`src/rtl/core/gtr_pkg.sv`:
```
// Shared types, constants and font tables for the glyph text rasterizer.
// Depends on nothing; every other file of the block imports it.
package gtr_pkg;

    localparam int GLYPH_COUNT   = 45;
    localparam int GLYPH_ROWS    = 7;
    localparam int GLYPH_COLS    = 5;
    localparam int GLYPH_ADVANCE = 6;
    localparam int DIGIT_BASE    = 7;
    localparam int LETTER_BASE   = 19;
    localparam int MASK_WIDTH    = 10;
    localparam int COORD_WIDTH   = 12;
    localparam int QUEUE_DEPTH   = 2;

    localparam logic [COORD_WIDTH-1:0] COORD_MAX = 12'h7FF;

    // Register indexes on the configuration port.
    localparam logic CFG_SCALE = 1'b0;
    localparam logic CFG_INK   = 1'b1;

    // Character codes with a glyph of their own.
    localparam logic [7:0] CH_SPACE  = 8'h20;
    localparam logic [7:0] CH_BANG   = 8'h21;
    localparam logic [7:0] CH_DQUOTE = 8'h22;
    localparam logic [7:0] CH_QUOTE  = 8'h27;
    localparam logic [7:0] CH_COMMA  = 8'h2C;
    localparam logic [7:0] CH_DASH   = 8'h2D;
    localparam logic [7:0] CH_DOT    = 8'h2E;
    localparam logic [7:0] CH_COLON  = 8'h3A;
    localparam logic [7:0] CH_QMARK  = 8'h3F;
    localparam logic [7:0] CH_ZERO   = 8'h30;
    localparam logic [7:0] CH_NINE   = 8'h39;
    localparam logic [7:0] CH_UPPER_A = 8'h41;
    localparam logic [7:0] CH_UPPER_Z = 8'h5A;
    localparam logic [7:0] CH_LOWER_A = 8'h61;
    localparam logic [7:0] CH_LOWER_Z = 8'h7A;
    localparam logic [7:0] CASE_OFFSET = 8'h20;

    typedef struct packed {
        logic [7:0]               char_code;
        logic                     start_string;
        logic signed [COORD_WIDTH-1:0] start_x;
        logic signed [COORD_WIDTH-1:0] start_y;
    } char_word_t;

    typedef struct packed {
        logic signed [COORD_WIDTH-1:0] row_y;
        logic signed [COORD_WIDTH-1:0] row_x;
        logic [MASK_WIDTH-1:0]         pixel_mask;
        logic                          last_row;
    } row_word_t;

    typedef struct packed {
        logic       known;
        logic [5:0] idx;
    } glyph_sel_t;

    // One character as the front hands it to the back.
    typedef struct packed {
        logic                          known;
        logic [5:0]                    font_index;
        logic                          scale2;
        logic signed [COORD_WIDTH-1:0] pen_x;
        logic signed [COORD_WIDTH-1:0] pen_y;
    } glyph_job_t;

    typedef struct packed {
        logic full;
        logic empty;
    } queue_stat_t;

    // Each glyph packs its seven 5-bit rows, top row in the high bits.
    localparam logic [34:0] FONT_ROM [GLYPH_COUNT] = '{
        {5'h00,5'h00,5'h00,5'h00,5'h00,5'h00,5'h00},
        {5'h04,5'h04,5'h04,5'h04,5'h00,5'h04,5'h00},
        {5'h0A,5'h0A,5'h00,5'h00,5'h00,5'h00,5'h00},
        {5'h04,5'h04,5'h00,5'h00,5'h00,5'h00,5'h00},
        {5'h00,5'h00,5'h00,5'h00,5'h00,5'h04,5'h08},
        {5'h00,5'h00,5'h00,5'h0E,5'h00,5'h00,5'h00},
        {5'h00,5'h00,5'h00,5'h00,5'h00,5'h04,5'h00},
        {5'h0E,5'h11,5'h13,5'h15,5'h19,5'h11,5'h0E},
        {5'h04,5'h0C,5'h04,5'h04,5'h04,5'h04,5'h0E},
        {5'h0E,5'h11,5'h01,5'h02,5'h04,5'h08,5'h1F},
        {5'h1F,5'h02,5'h04,5'h02,5'h01,5'h11,5'h0E},
        {5'h02,5'h06,5'h0A,5'h12,5'h1F,5'h02,5'h02},
        {5'h1F,5'h10,5'h1E,5'h01,5'h01,5'h11,5'h0E},
        {5'h06,5'h08,5'h10,5'h1E,5'h11,5'h11,5'h0E},
        {5'h1F,5'h01,5'h02,5'h04,5'h08,5'h08,5'h08},
        {5'h0E,5'h11,5'h11,5'h0E,5'h11,5'h11,5'h0E},
        {5'h0E,5'h11,5'h11,5'h0F,5'h01,5'h02,5'h0C},
        {5'h00,5'h04,5'h00,5'h00,5'h04,5'h00,5'h00},
        {5'h0E,5'h11,5'h01,5'h02,5'h04,5'h00,5'h04},
        {5'h0E,5'h11,5'h11,5'h1F,5'h11,5'h11,5'h11},
        {5'h1E,5'h11,5'h11,5'h1E,5'h11,5'h11,5'h1E},
        {5'h0E,5'h11,5'h10,5'h10,5'h10,5'h11,5'h0E},
        {5'h1E,5'h09,5'h09,5'h09,5'h09,5'h09,5'h1E},
        {5'h1F,5'h10,5'h10,5'h1E,5'h10,5'h10,5'h1F},
        {5'h1F,5'h10,5'h10,5'h1E,5'h10,5'h10,5'h10},
        {5'h0E,5'h11,5'h10,5'h17,5'h11,5'h11,5'h0F},
        {5'h11,5'h11,5'h11,5'h1F,5'h11,5'h11,5'h11},
        {5'h0E,5'h04,5'h04,5'h04,5'h04,5'h04,5'h0E},
        {5'h07,5'h02,5'h02,5'h02,5'h02,5'h12,5'h0C},
        {5'h11,5'h12,5'h14,5'h18,5'h14,5'h12,5'h11},
        {5'h10,5'h10,5'h10,5'h10,5'h10,5'h10,5'h1F},
        {5'h11,5'h1B,5'h15,5'h15,5'h11,5'h11,5'h11},
        {5'h11,5'h11,5'h19,5'h15,5'h13,5'h11,5'h11},
        {5'h0E,5'h11,5'h11,5'h11,5'h11,5'h11,5'h0E},
        {5'h1E,5'h11,5'h11,5'h1E,5'h10,5'h10,5'h10},
        {5'h0E,5'h11,5'h11,5'h11,5'h15,5'h12,5'h0D},
        {5'h1E,5'h11,5'h11,5'h1E,5'h14,5'h12,5'h11},
        {5'h0F,5'h10,5'h10,5'h0E,5'h01,5'h01,5'h1E},
        {5'h1F,5'h04,5'h04,5'h04,5'h04,5'h04,5'h04},
        {5'h11,5'h11,5'h11,5'h11,5'h11,5'h11,5'h0E},
        {5'h11,5'h11,5'h11,5'h11,5'h11,5'h0A,5'h04},
        {5'h11,5'h11,5'h11,5'h15,5'h15,5'h1B,5'h11},
        {5'h11,5'h11,5'h0A,5'h04,5'h0A,5'h11,5'h11},
        {5'h11,5'h11,5'h11,5'h0A,5'h04,5'h04,5'h04},
        {5'h1F,5'h01,5'h02,5'h04,5'h08,5'h10,5'h1F}
    };

    function automatic glyph_sel_t lookup_glyph(input logic [7:0] code);
        logic [7:0] c;
        glyph_sel_t sel;
        c = code;
        sel.known = 1'b1;
        sel.idx   = '0;
        if (c >= CH_LOWER_A && c <= CH_LOWER_Z)
        begin
            c = c - CASE_OFFSET;
        end
        case (c)
            CH_SPACE:  sel.idx = 6'd0;
            CH_BANG:   sel.idx = 6'd1;
            CH_DQUOTE: sel.idx = 6'd2;
            CH_QUOTE:  sel.idx = 6'd3;
            CH_COMMA:  sel.idx = 6'd4;
            CH_DASH:   sel.idx = 6'd5;
            CH_DOT:    sel.idx = 6'd6;
            CH_COLON:  sel.idx = 6'd17;
            CH_QMARK:  sel.idx = 6'd18;
            default:
            begin
                if (c >= CH_ZERO && c <= CH_NINE)
                begin
                    sel.idx = 6'(DIGIT_BASE) + 6'(c - CH_ZERO);
                end
                else if (c >= CH_UPPER_A && c <= CH_UPPER_Z)
                begin
                    sel.idx = 6'(LETTER_BASE) + 6'(c - CH_UPPER_A);
                end
                else
                begin
                    sel.known = 1'b0;
                end
            end
        endcase
        return sel;
    endfunction

    function automatic logic [GLYPH_COLS-1:0] font_bits(input logic [5:0] idx,
                                                        input logic [2:0] row);
        logic [34:0] g;
        g = '0;
        if (idx < 6'(GLYPH_COUNT))
        begin
            g = FONT_ROM[idx];
        end
        if (row < 3'(GLYPH_ROWS))
        begin
            return g[6'(34 - 5 * int'(row)) -: GLYPH_COLS];
        end
        return '0;
    endfunction

endpackage

```
`src/rtl/core/gtr_front.sv`:
```
// Front end: accepts characters, keeps the pen and classifies each glyph.
// Depends on gtr_pkg; pushes one job per character into gtr_queue.
module gtr_front
    import gtr_pkg::*;
(
    input  logic        clk,
    input  logic        rst_n,
    input  logic        char_valid,
    output logic        char_ready,
    input  char_word_t  char_word,
    input  logic        scale2,
    input  queue_stat_t q_stat,
    output logic        push,
    output glyph_job_t  push_job
);

    logic signed [COORD_WIDTH-1:0] pen_x_reg, pen_x_next;
    logic signed [COORD_WIDTH-1:0] pen_y_reg, pen_y_next;
    logic signed [COORD_WIDTH-1:0] cur_x, cur_y;
    logic [COORD_WIDTH:0]          adv_sum;
    glyph_sel_t                    sel;

    assign char_ready = !q_stat.full;
    assign push       = char_valid && char_ready;

    always_comb
    begin
        cur_x = char_word.start_string ? char_word.start_x : pen_x_reg;
        cur_y = char_word.start_string ? char_word.start_y : pen_y_reg;
        sel   = lookup_glyph(char_word.char_code);
        adv_sum = {cur_x[COORD_WIDTH-1], cur_x}
                + (scale2 ? 13'(2 * GLYPH_ADVANCE) : 13'(GLYPH_ADVANCE));

        push_job.known      = sel.known;
        push_job.font_index = sel.idx;
        push_job.scale2     = scale2;
        push_job.pen_x      = cur_x;
        push_job.pen_y      = cur_y;

        pen_x_next = pen_x_reg;
        pen_y_next = pen_y_reg;
        if (push)
        begin
            pen_y_next = cur_y;
            // The advance is positive, so only the upper limit can be crossed.
            if (!adv_sum[COORD_WIDTH] && adv_sum[COORD_WIDTH-1])
            begin
                pen_x_next = COORD_MAX;
            end
            else
            begin
                pen_x_next = adv_sum[COORD_WIDTH-1:0];
            end
        end
    end

    always_ff @(posedge clk or negedge rst_n)
    begin
        if (!rst_n)
        begin
            pen_x_reg <= '0;
            pen_y_reg <= '0;
        end
        else
        begin
            pen_x_reg <= pen_x_next;
            pen_y_reg <= pen_y_next;
        end
    end

endmodule

```
`src/rtl/core/gtr_queue.sv`:
```
// Two-entry job queue between the front and the back of the rasterizer.
// Depends on gtr_pkg for the job type and depth.
module gtr_queue
    import gtr_pkg::*;
(
    input  logic        clk,
    input  logic        rst_n,
    input  logic        push,
    input  glyph_job_t  push_job,
    input  logic        pop,
    output glyph_job_t  head_job,
    output queue_stat_t q_stat
);

    localparam int PtrWidth = $clog2(QUEUE_DEPTH);

    glyph_job_t                entry_reg [QUEUE_DEPTH];
    logic [PtrWidth-1:0]       wr_ptr_reg, wr_ptr_next;
    logic [PtrWidth-1:0]       rd_ptr_reg, rd_ptr_next;
    logic [PtrWidth:0]         count_reg, count_next;

    assign head_job     = entry_reg[rd_ptr_reg];
    assign q_stat.full  = count_reg == (PtrWidth+1)'(QUEUE_DEPTH);
    assign q_stat.empty = count_reg == '0;

    always_comb
    begin
        wr_ptr_next = wr_ptr_reg;
        rd_ptr_next = rd_ptr_reg;
        count_next  = count_reg;
        if (push)
        begin
            wr_ptr_next = (wr_ptr_reg == PtrWidth'(QUEUE_DEPTH - 1)) ? '0 : wr_ptr_reg + 1'b1;
        end
        if (pop)
        begin
            rd_ptr_next = (rd_ptr_reg == PtrWidth'(QUEUE_DEPTH - 1)) ? '0 : rd_ptr_reg + 1'b1;
        end
        if (push && !pop)
        begin
            count_next = count_reg + 1'b1;
        end
        else if (pop && !push)
        begin
            count_next = count_reg - 1'b1;
        end
    end

    always_ff @(posedge clk or negedge rst_n)
    begin
        if (!rst_n)
        begin
            wr_ptr_reg <= '0;
            rd_ptr_reg <= '0;
            count_reg  <= '0;
        end
        else
        begin
            wr_ptr_reg <= wr_ptr_next;
            rd_ptr_reg <= rd_ptr_next;
            count_reg  <= count_next;
        end
    end

    always_ff @(posedge clk)
    begin
        if (push)
        begin
            entry_reg[wr_ptr_reg] <= push_job;
        end
    end

endmodule

```
`src/rtl/core/gtr_back.sv`:
```
// Back end: walks the rows of the job at the queue head, one row word a cycle
// unless stalled; builds the clipped, scaled pixel mask. Depends on gtr_pkg.
module gtr_back
    import gtr_pkg::*;
#(
    parameter int SCREEN_WIDTH  = 352,
    parameter int SCREEN_HEIGHT = 282
)
(
    input  logic        clk,
    input  logic        rst_n,
    input  glyph_job_t  head_job,
    input  queue_stat_t q_stat,
    output logic        pop,
    output logic        row_valid,
    input  logic        row_ready,
    output row_word_t   row_word
);

    logic [3:0]              row_reg, row_next;
    logic                    row_valid_reg, row_valid_next;
    row_word_t               row_word_reg, row_word_next;
    logic                    step;
    logic                    last;
    logic [2:0]              font_row;
    logic [GLYPH_COLS-1:0]   bits;
    logic [COORD_WIDTH:0]    y;
    logic [COORD_WIDTH:0]    x;
    logic                    y_vis;
    logic [2:0]              col;
    logic                    col_used;

    assign row_valid = row_valid_reg;
    assign row_word  = row_word_reg;
    assign step      = !q_stat.empty && (!row_valid_reg || row_ready);
    assign last      = row_reg == (head_job.scale2 ? 4'(2 * GLYPH_ROWS - 1)
                                                   : 4'(GLYPH_ROWS - 1));
    assign pop       = step && last;

    always_comb
    begin
        font_row = head_job.scale2 ? row_reg[3:1] : row_reg[2:0];
        bits     = font_bits(head_job.font_index, font_row);
        y        = {head_job.pen_y[COORD_WIDTH-1], head_job.pen_y} + 13'(row_reg);
        y_vis    = !y[COORD_WIDTH] && (y[COORD_WIDTH-1:0] < 12'(SCREEN_HEIGHT));

        row_word_next.row_x    = head_job.pen_x;
        row_word_next.last_row = last;
        if (!y[COORD_WIDTH] && y[COORD_WIDTH-1])
        begin
            row_word_next.row_y = COORD_MAX;
        end
        else
        begin
            row_word_next.row_y = y[COORD_WIDTH-1:0];
        end

        x        = '0;
        col      = '0;
        col_used = 1'b0;
        for (int i = 0; i < MASK_WIDTH; i++)
        begin
            col      = head_job.scale2 ? 3'(i >> 1) : 3'(i);
            col_used = head_job.scale2 || (i < GLYPH_COLS);
            x        = {head_job.pen_x[COORD_WIDTH-1], head_job.pen_x} + 13'(i);
            row_word_next.pixel_mask[i] = head_job.known && y_vis && col_used
                                       && bits[3'(GLYPH_COLS - 1) - col]
                                       && !x[COORD_WIDTH]
                                       && (x[COORD_WIDTH-1:0] < 12'(SCREEN_WIDTH));
        end

        row_next       = row_reg;
        row_valid_next = row_valid_reg;
        if (step)
        begin
            row_next       = last ? '0 : row_reg + 1'b1;
            row_valid_next = 1'b1;
        end
        else if (row_ready)
        begin
            row_valid_next = 1'b0;
        end
    end

    always_ff @(posedge clk or negedge rst_n)
    begin
        if (!rst_n)
        begin
            row_reg       <= '0;
            row_valid_reg <= 1'b0;
        end
        else
        begin
            row_reg       <= row_next;
            row_valid_reg <= row_valid_next;
        end
    end

    always_ff @(posedge clk)
    begin
        if (step)
        begin
            row_word_reg <= row_word_next;
        end
    end

endmodule

```
`src/rtl/core/glyph_text_rasterizer_top.sv`:
```
// Top level of the glyph text rasterizer: configuration registers and the
// front, queue and back instances. Depends on gtr_pkg and the gtr_* modules.
//
// Usage: characters enter on the char channel, one word each. A word with
// start_string set first loads the pen from start_x/start_y. Each character
// yields 7 row words at scale 1 or 14 at scale 2 on the row channel, top row
// first, last_row marking the final one; the pen x then advances 6*scale,
// saturating at 2047. Unknown codes give all-zero masks.
// With the back end idle, an accepted character is written into the queue
// and its first row word is then registered by the back end. Throughput:
// one row word per cycle while the row channel takes them, set by the single
// row walker in the back end. The front takes new characters while the back
// works, until the two-entry queue fills.
// A stall on the row channel holds the row word and stalls the back end; the
// front keeps accepting until the queue is full.
// Reset clears the pen to (0,0), scale to 1, ink color to all ones and
// empties the queue. Registers: glyph_scale at 0x0, ink_color at 0x4;
// write them only while the block is idle.
module glyph_text_rasterizer_top
    import gtr_pkg::*;
#(
    parameter int SCREEN_WIDTH  = 352,
    parameter int SCREEN_HEIGHT = 282
)
(
    input  logic        clk,
    input  logic        rst_n,
    input  logic        char_valid,
    output logic        char_ready,
    input  char_word_t  char_word,
    output logic        row_valid,
    input  logic        row_ready,
    output row_word_t   row_word,
    input  logic        psel,
    input  logic        penable,
    input  logic        pwrite,
    input  logic [2:0]  paddr,
    input  logic [31:0] pwdata,
    output logic [31:0] prdata,
    output logic        pready
);

    logic [1:0]  glyph_scale_reg, glyph_scale_next;
    logic [31:0] ink_color_reg, ink_color_next;
    logic        cfg_write;
    logic        push;
    logic        pop;
    glyph_job_t  push_job;
    glyph_job_t  head_job;
    queue_stat_t q_stat;

    assign pready    = 1'b1;
    assign cfg_write = psel && penable && pwrite && pready;
    assign prdata    = (paddr[2] == CFG_INK) ? ink_color_reg : {30'b0, glyph_scale_reg};

    always_comb
    begin
        glyph_scale_next = glyph_scale_reg;
        ink_color_next   = ink_color_reg;
        if (cfg_write)
        begin
            case (paddr[2])
                CFG_SCALE: glyph_scale_next = pwdata[1:0];
                CFG_INK:   ink_color_next   = pwdata;
                default:   glyph_scale_next = glyph_scale_reg;
            endcase
        end
    end

    always_ff @(posedge clk or negedge rst_n)
    begin
        if (!rst_n)
        begin
            glyph_scale_reg <= 2'd1;
            ink_color_reg   <= '1;
        end
        else
        begin
            glyph_scale_reg <= glyph_scale_next;
            ink_color_reg   <= ink_color_next;
        end
    end

    // Scale 0 draws as 1 and scale 3 as 2, so the high bit alone selects 2.
    gtr_front u_front (
        .clk        (clk),
        .rst_n      (rst_n),
        .char_valid (char_valid),
        .char_ready (char_ready),
        .char_word  (char_word),
        .scale2     (glyph_scale_reg[1]),
        .q_stat     (q_stat),
        .push       (push),
        .push_job   (push_job)
    );

    gtr_queue u_queue (
        .clk      (clk),
        .rst_n    (rst_n),
        .push     (push),
        .push_job (push_job),
        .pop      (pop),
        .head_job (head_job),
        .q_stat   (q_stat)
    );

    gtr_back #(
        .SCREEN_WIDTH  (SCREEN_WIDTH),
        .SCREEN_HEIGHT (SCREEN_HEIGHT)
    ) u_back (
        .clk       (clk),
        .rst_n     (rst_n),
        .head_job  (head_job),
        .q_stat    (q_stat),
        .pop       (pop),
        .row_valid (row_valid),
        .row_ready (row_ready),
        .row_word  (row_word)
    );

    // A drawn row always lies on the screen, so its y is never saturated.
    assert property (@(posedge clk) disable iff (!rst_n)
        row_valid && row_word.pixel_mask != '0
        |-> !row_word.row_y[COORD_WIDTH-1]
            && row_word.row_y[COORD_WIDTH-2:0] < 11'(SCREEN_HEIGHT))
        else $error("drawn row outside the screen height");

    assert property (@(posedge clk) disable iff (!rst_n)
        !(q_stat.full && q_stat.empty))
        else $error("job queue both full and empty");

    // The back end only pops a job on its last row word.
    assert property (@(posedge clk) disable iff (!rst_n)
        pop |=> row_valid && row_word.last_row)
        else $error("job popped without a last row word");

endmodule

```
`config.mk`:
```
export PLATFORM = sky130hd
export DESIGN_NAME = glyph_text_rasterizer_top
export DESIGN_NICKNAME = d
export VERILOG_FILES = /design/src/rtl/core/gtr_pkg.sv /design/src/rtl/core/gtr_front.sv /design/src/rtl/core/gtr_queue.sv /design/src/rtl/core/gtr_back.sv /design/src/rtl/core/glyph_text_rasterizer_top.sv
export SDC_FILE = /design/constraint.sdc
export NUM_CORES = 1
export LEC_CHECK = 0
export BUFFER_PORTS_ARGS = -buffer_cell sky130_fd_sc_hd__buf_2
export CAP_MARGIN = 15
export CORE_MARGIN = 2
export CORE_UTILIZATION = 55
export CTS_CLUSTER_DIAMETER = 200
export DETAILED_ROUTE_END_ITERATION = 12
export PLACE_DENSITY = 0.76
export SLEW_MARGIN = 20
export SYNTH_ARGS = -nofsm -noshare
export SYNTH_HDL_FRONTEND = slang
export SYNTH_HIERARCHICAL = 1
export SYNTH_SLANG_ARGS = --single-unit
```
`constraint.sdc`:
```
create_clock -name clk -period 5.4 [get_ports clk]
set_input_delay 0.81 -clock clk [delete_from_list [all_inputs] [get_ports clk]]
set_output_delay 0.81 -clock clk [all_outputs]
set_load 0.02 [all_outputs]
```
# Yosys cells after proc, flatten, opt, wreduce, memory -nomap -nowiden
# Memories as Yosys holds them, arrays and structs flattened.
# Cells that the tools add are included.
totals:
  reg_bits: 102
  mem_bits_rw: 64
  rom_bits: 2240
  inputBits: 75
  output_inout_bits: 70
  wordCells: 215
  mem_count: 2
memory_table:
  columns: ["name", "depth", "width", "rd", "rd_ports_with_merged_regs", "write_ports", "line_no", "source"]
  rows:
  - ["(no name shown)", 64, 35, 1, 0, 0, "gtr_pkg.sv:166", "g = FONT_ROM[idx];"]
  - ["u_queue.entry_reg", 2, 32, 1, 0, 1, "gtr_queue.sv:17", "glyph_job_t entry_reg [QUEUE_DEPTH];"]
op_classes:
  n_addsub: 31
  multipliers: 1
  order_cmp: 29
  n_eq_ne: 11
  n_shift: 1
  muxes: 56
  bitwise: 2
  reduce_logical: 69
op_table:
  columns: ["operator", "count"]
  rows:
  - ["$lt 12x9->1 const B", 11]
  - ["$mux 35", 3]
  - ["$eq 8x6->1 const B", 9]
  - ["$pmux 6 s9", 1]
  - ["$add 12x4->13 const B", 4]
  - ["$logic_and 1x1->1", 45]
  - ["$shiftx 39x6->5", 1]
  - ["$lt 3x4->1 const B", 9]
  - ["$mux 12", 3]
  - ["$mux 32", 1]
  - ["$bmux 1 s3", 9]
  - ["$sub 3x3->3 const A", 9]
  - ["$add 12x3->13 const B", 2]
  - ["$add 12x5->13 const B", 2]
  - ["$mux 3", 7]
  - ["$mux 1", 20]
  - ["$logic_not 1->1", 17]
  - ["$ge 8x7->1 const B", 2]
  - ["$le 8x7->1 const B", 2]
  - ["$add 12x2->13 const B", 1]
  - ["$add 12x5->13", 1]
  - ["$add 13x13->13", 1]
  - ["$mux 4", 3]
  - ["$mux 6", 2]
  - ["28 further kinds", 35]

# Depth between registers and ports, before layout
# An unclocked memory read counts as a cell.
logic_depth:
  ltp_word: 14
  mapped_depth: 20
  ltp_nobuf: 16

# Hierarchy
# Netlist, hierarchy kept.
modules_own_cells:
  columns: ["mod", "instances", "cells_each", "area_each_um2", "seq_area_each_um2"]
  rows:
  - ["gtr_back", 1, 806, 5994.5, 1176.1]
  - ["gtr_queue", 1, 116, 2648.8, 2021.9]
  - ["gtr_front", 1, 254, 2133.3, 600.6]
  - ["glyph_text_rasterizer_top", 1, 110, 1684.1, 892.1]

# Worst setup path after synthesis
# No wires, ideal clock.
synth_path:
  kind: "register to register"
  start: "reg u_queue.rd_ptr_reg"
  end: "reg u_back.row_word_reg, in the netlist u_back/row_word[10], data pin"
  setup_ns: 0.174
  arrival_ns: 4.259
  required_ns: 5.226
  slack_ns: 0.967
  stages_incl_launch_ff: 19
  path_buffers: 6
  period_less_slack_ns: 4.433
  path_cell_list: "dfrtp_1 -> buf_6 -> buf_12 -> mux2_4 -> buf_6 -> mux2i_4 -> buf_2 -> buf_1 -> ha_1 -> inv_1 -> fa_1 -> xnor2_1 -> clkbuf_1 -> nor2_1 -> a221oi_1 -> o2111ai_1 -> nor4_1 -> nand3_1 -> a311oi_1"
synth_lines:
  columns: ["element", "line_no", "source"]
  rows:
  - ["start: declaration", "gtr_queue.sv:19", "logic [PtrWidth-1:0] rd_ptr_reg, rd_ptr_next;"]
  - ["start signal: assignment", "gtr_queue.sv:60", "rd_ptr_reg <= rd_ptr_next;"]
  - ["end signal: assignment", "gtr_back.sv:103", "row_word_reg <= row_word_next;"]
  - ["end: declaration", "gtr_back.sv:22", "row_word_t row_word_reg, row_word_next;"]

==> run_results.csv <==
group,metric,value,unit
detailed_routing,drt_iter0_markers,1118,
cells_and_area,syn_to_final_growth,11.48,%
clock_tree,cts_buffers,17,
critical_path,reg2reg_slack,0.83,ns
global_route,grt_use_total,28.36,%
cells_and_area,stdcell_count,1686,
detailed_routing,viasPerCell,6.465,
detailed_routing,drc_errors,0,
synth,syn_avg_cell_area,9.690,um2
critical_path,critPathArrivalTime,4.80,ns
synth,synth_cells,1286,
place,place_area,0.01328,mm2
cells_and_area,fin_nets,1501,
sta,maxSlewViolCount,0,
die,initial_core_util,55.54,%
run_status,status,"finished clean",
clock_tree,cts.sinks,166,
synth,synth_edf_count,99,
die,core,0.02243,mm2
die,num_rows,55,
die,dieWidth,154.5,um
critical_path,cp.buffers_inverters,4,
sta,relSlewSlack,43.04,%
critical_path,cp-end-kind,"flop",
critical_path,cp-start-kind,"flop",
sta,hold_viol_final,0,
clock_tree,cts_resized,0,
global_route,grt_max_degree,65,
critical_path,worst_path_dominant_cell_family,"simple AND/OR/NAND/NOR gates",
clock_tree,postCtsHoldBufs,0,
critical_path,path_depth,16,
die,io_pins,145,
clock_tree,clock_latency,0.43,ns
sta,grt_setup_unrepaired,"no",
clock_tree,htree_levels,4,
synth,netlist.area_leader.share,23.86,%
synth,dominantRegCellSynth,"edfxtp_1",
sta,layout_min_cycle_time,4.569,ns
synth,ys_ff_latch,166,
die,die-height,154.5,um
synth,synthArstFlopShare,40.36,%
detailed_routing,route.vias.total,10900,
job,maxCapViolCount,0,
place,io_buffers,141,
critical_path,critPathRequiredTime,5.63,ns
clock_tree,cts_tree,"yes",
critical_path,reg2reg_from,"u_queue/rd_ptr_reg",
synth,synthTopCellsByArea,"edfxtp_1 24%, mux2_4 7.2%, dfstp_2 7.0%",
clock_tree,path_clk_slew,0.07,ns
critical_path,slowest_stage,"dfrtp_2",
place,gp_congestion,0.9919,
cells_and_area,stdcell_area,0.01389,mm2
clock_tree,clockRootBuffer,"clkbuf_16",
global_route,grt.overflow.total,0,
place,place_inst,1653,
critical_path,critPathMaxStageDelay,0.55,ns
synth,yosysWarnings,6,
synth,yosysMostFrequentCell,"nand2_1",
detailed_routing,totalWireLength,34200,um
sta,fin_worst_skew,0.009813,ns
detailed_routing,antenna_left,0,
synth,synth_nets,1400,
synth,synth.distinct_cells,101,
sta,tns,0,ns
sta,tightest_slew,0.8522,ns
detailed_routing,post_drt_wl_per_cell,20.28,um
place,dp_hpwl,24120,um
cells_and_area,largest_reg_flops,64,
critical_path,crit_type,"reg2reg",
cells_and_area,drive_above_1_share,26.93,%
clock_tree,clock_path_buffers,2,
global_route,grt_pass1_vias,10222,
global_route,antenna_found_initial,2,
critical_path,worstPathCellList,"mux2_4 > inv_1 > nand2_1 > and2_1 > inv_1 > ha_1 > inv_1 > fa_1 > buf_4 > nand2_1 > o21ai_1 > a221oi_1 > o2111ai_1 > nor4_1 > nand3_1 > a311oi_1",
critical_path,cp_common_cell,"inv_1",
critical_path,worst_r2r_endpoint,"u_back/row_word[10]",
synth,synth_commonest_cells,"123 x nand2_1, 99 x edfxtp_1, 76 x nor2_1, 73 x o21ai_0, 61 x a21oi_1",
critical_path,critPathMaxFanout,18,
sta,max_freq,218.9,MHz
synth,synth.cell_area,0.01246,mm2
synth,ys_seq_area_share,37.64,%
detailed_routing,dr.pass1.iters,6,
global_route,grt_pass1_wl,54480,um
synth,synth_top_area_cell,"edfxtp_1",
min_path,hold_path_class,"in2async",
sta,fin_crit_sh,84.61,%
clock_tree,post_cts_buffers,0,
critical_path,reg2regPathDepth,16,
die,die_area,0.02388,mm2
sta,finalSetupViolations,0,
[layout by cell type, fill, tap and decap left out, drive strengths merged, types with 42 or more instances in the layout]
cell type and count:
and2 51, nor2 76, nand2 123, o21ai 78, edfxtp 99, inv 42
buf 181, mux2 93, a21oi 69
[layout make-up]
class,count,area (um2)
Fill cell,1833,8543
Multi-Input combinational cell,980,7067
Sequential cell,166,4692
Timing Repair Buffer,181,1006
Clock buffer,18,450.4
Tap cell,285,356.6
Clock inverter,14,162.7
Inverter,41,153.9
Antenna cell,1,2.502
[metrics by stage]
stage               worst slack (ns)  hold WS (ns)  utilization (%)
floorplan                     0.9669        0.4418                -
global placement              0.9354        0.4545            59.17
detailed placement            0.8963        0.4645            59.17
CTS                           0.8832        0.1927            61.91
global route                  0.5043        0.1927            61.91
finish                        0.8309        0.2030            61.92
[cells by family (layout without fill, tap and decap cells)]
group / count (synthesis) / in the layout / synth area share [%]
and+or+nand+nor: 449 / 449 / 18.82
AOI/OAI and AO/OA: 347 / 347 / 19.46
DFF: 166 / 166 / 37.64
buffers and inverters: 140 / 254 / 5.663
muxes: 113 / 113 / 12.05
adders and majority gates: 39 / 39 / 4.097
xor gates and xnor gates: 31 / 31 / 2.239
other: 1 / 2 / 0.03009
[worst max path at each step]
| stage | end | slack, ns | startpoint |
|---|---|---|---|
| 2_1_floorplan | u_back/row_word[10] | 0.97 | u_queue/rd_ptr_reg |
| 3_3_place_gp | u_back/row_word[3] | 0.94 | u_queue/rd_ptr_reg |
| 3_5_place_dp | u_back/row_word[3] | 0.90 | u_queue/rd_ptr_reg |
| 4_1_cts | u_back/row_word[3] | 0.88 | u_queue/rd_ptr_reg |
| 5_1_grt | u_back/row_word[10] | 0.50 | u_queue/rd_ptr_reg |
| 6_report | u_back/row_word[10] | 0.83 | u_queue/rd_ptr_reg |
[metal layers]
metal	vias up	routed length, um	share of wire (%)	global-route usage, %
li1	4983	-	-	-
met1	5170	14430	42	40.32
met2	666	15460	45	43.75
met3	79	3523	10	6.416
met4	2	776	2.3	8.025
met5	-	11	0.032	0
Power is left out: the tool's default activity adds up to more than one toggle a clock period on the data nets, which glitch-free logic cannot reach.
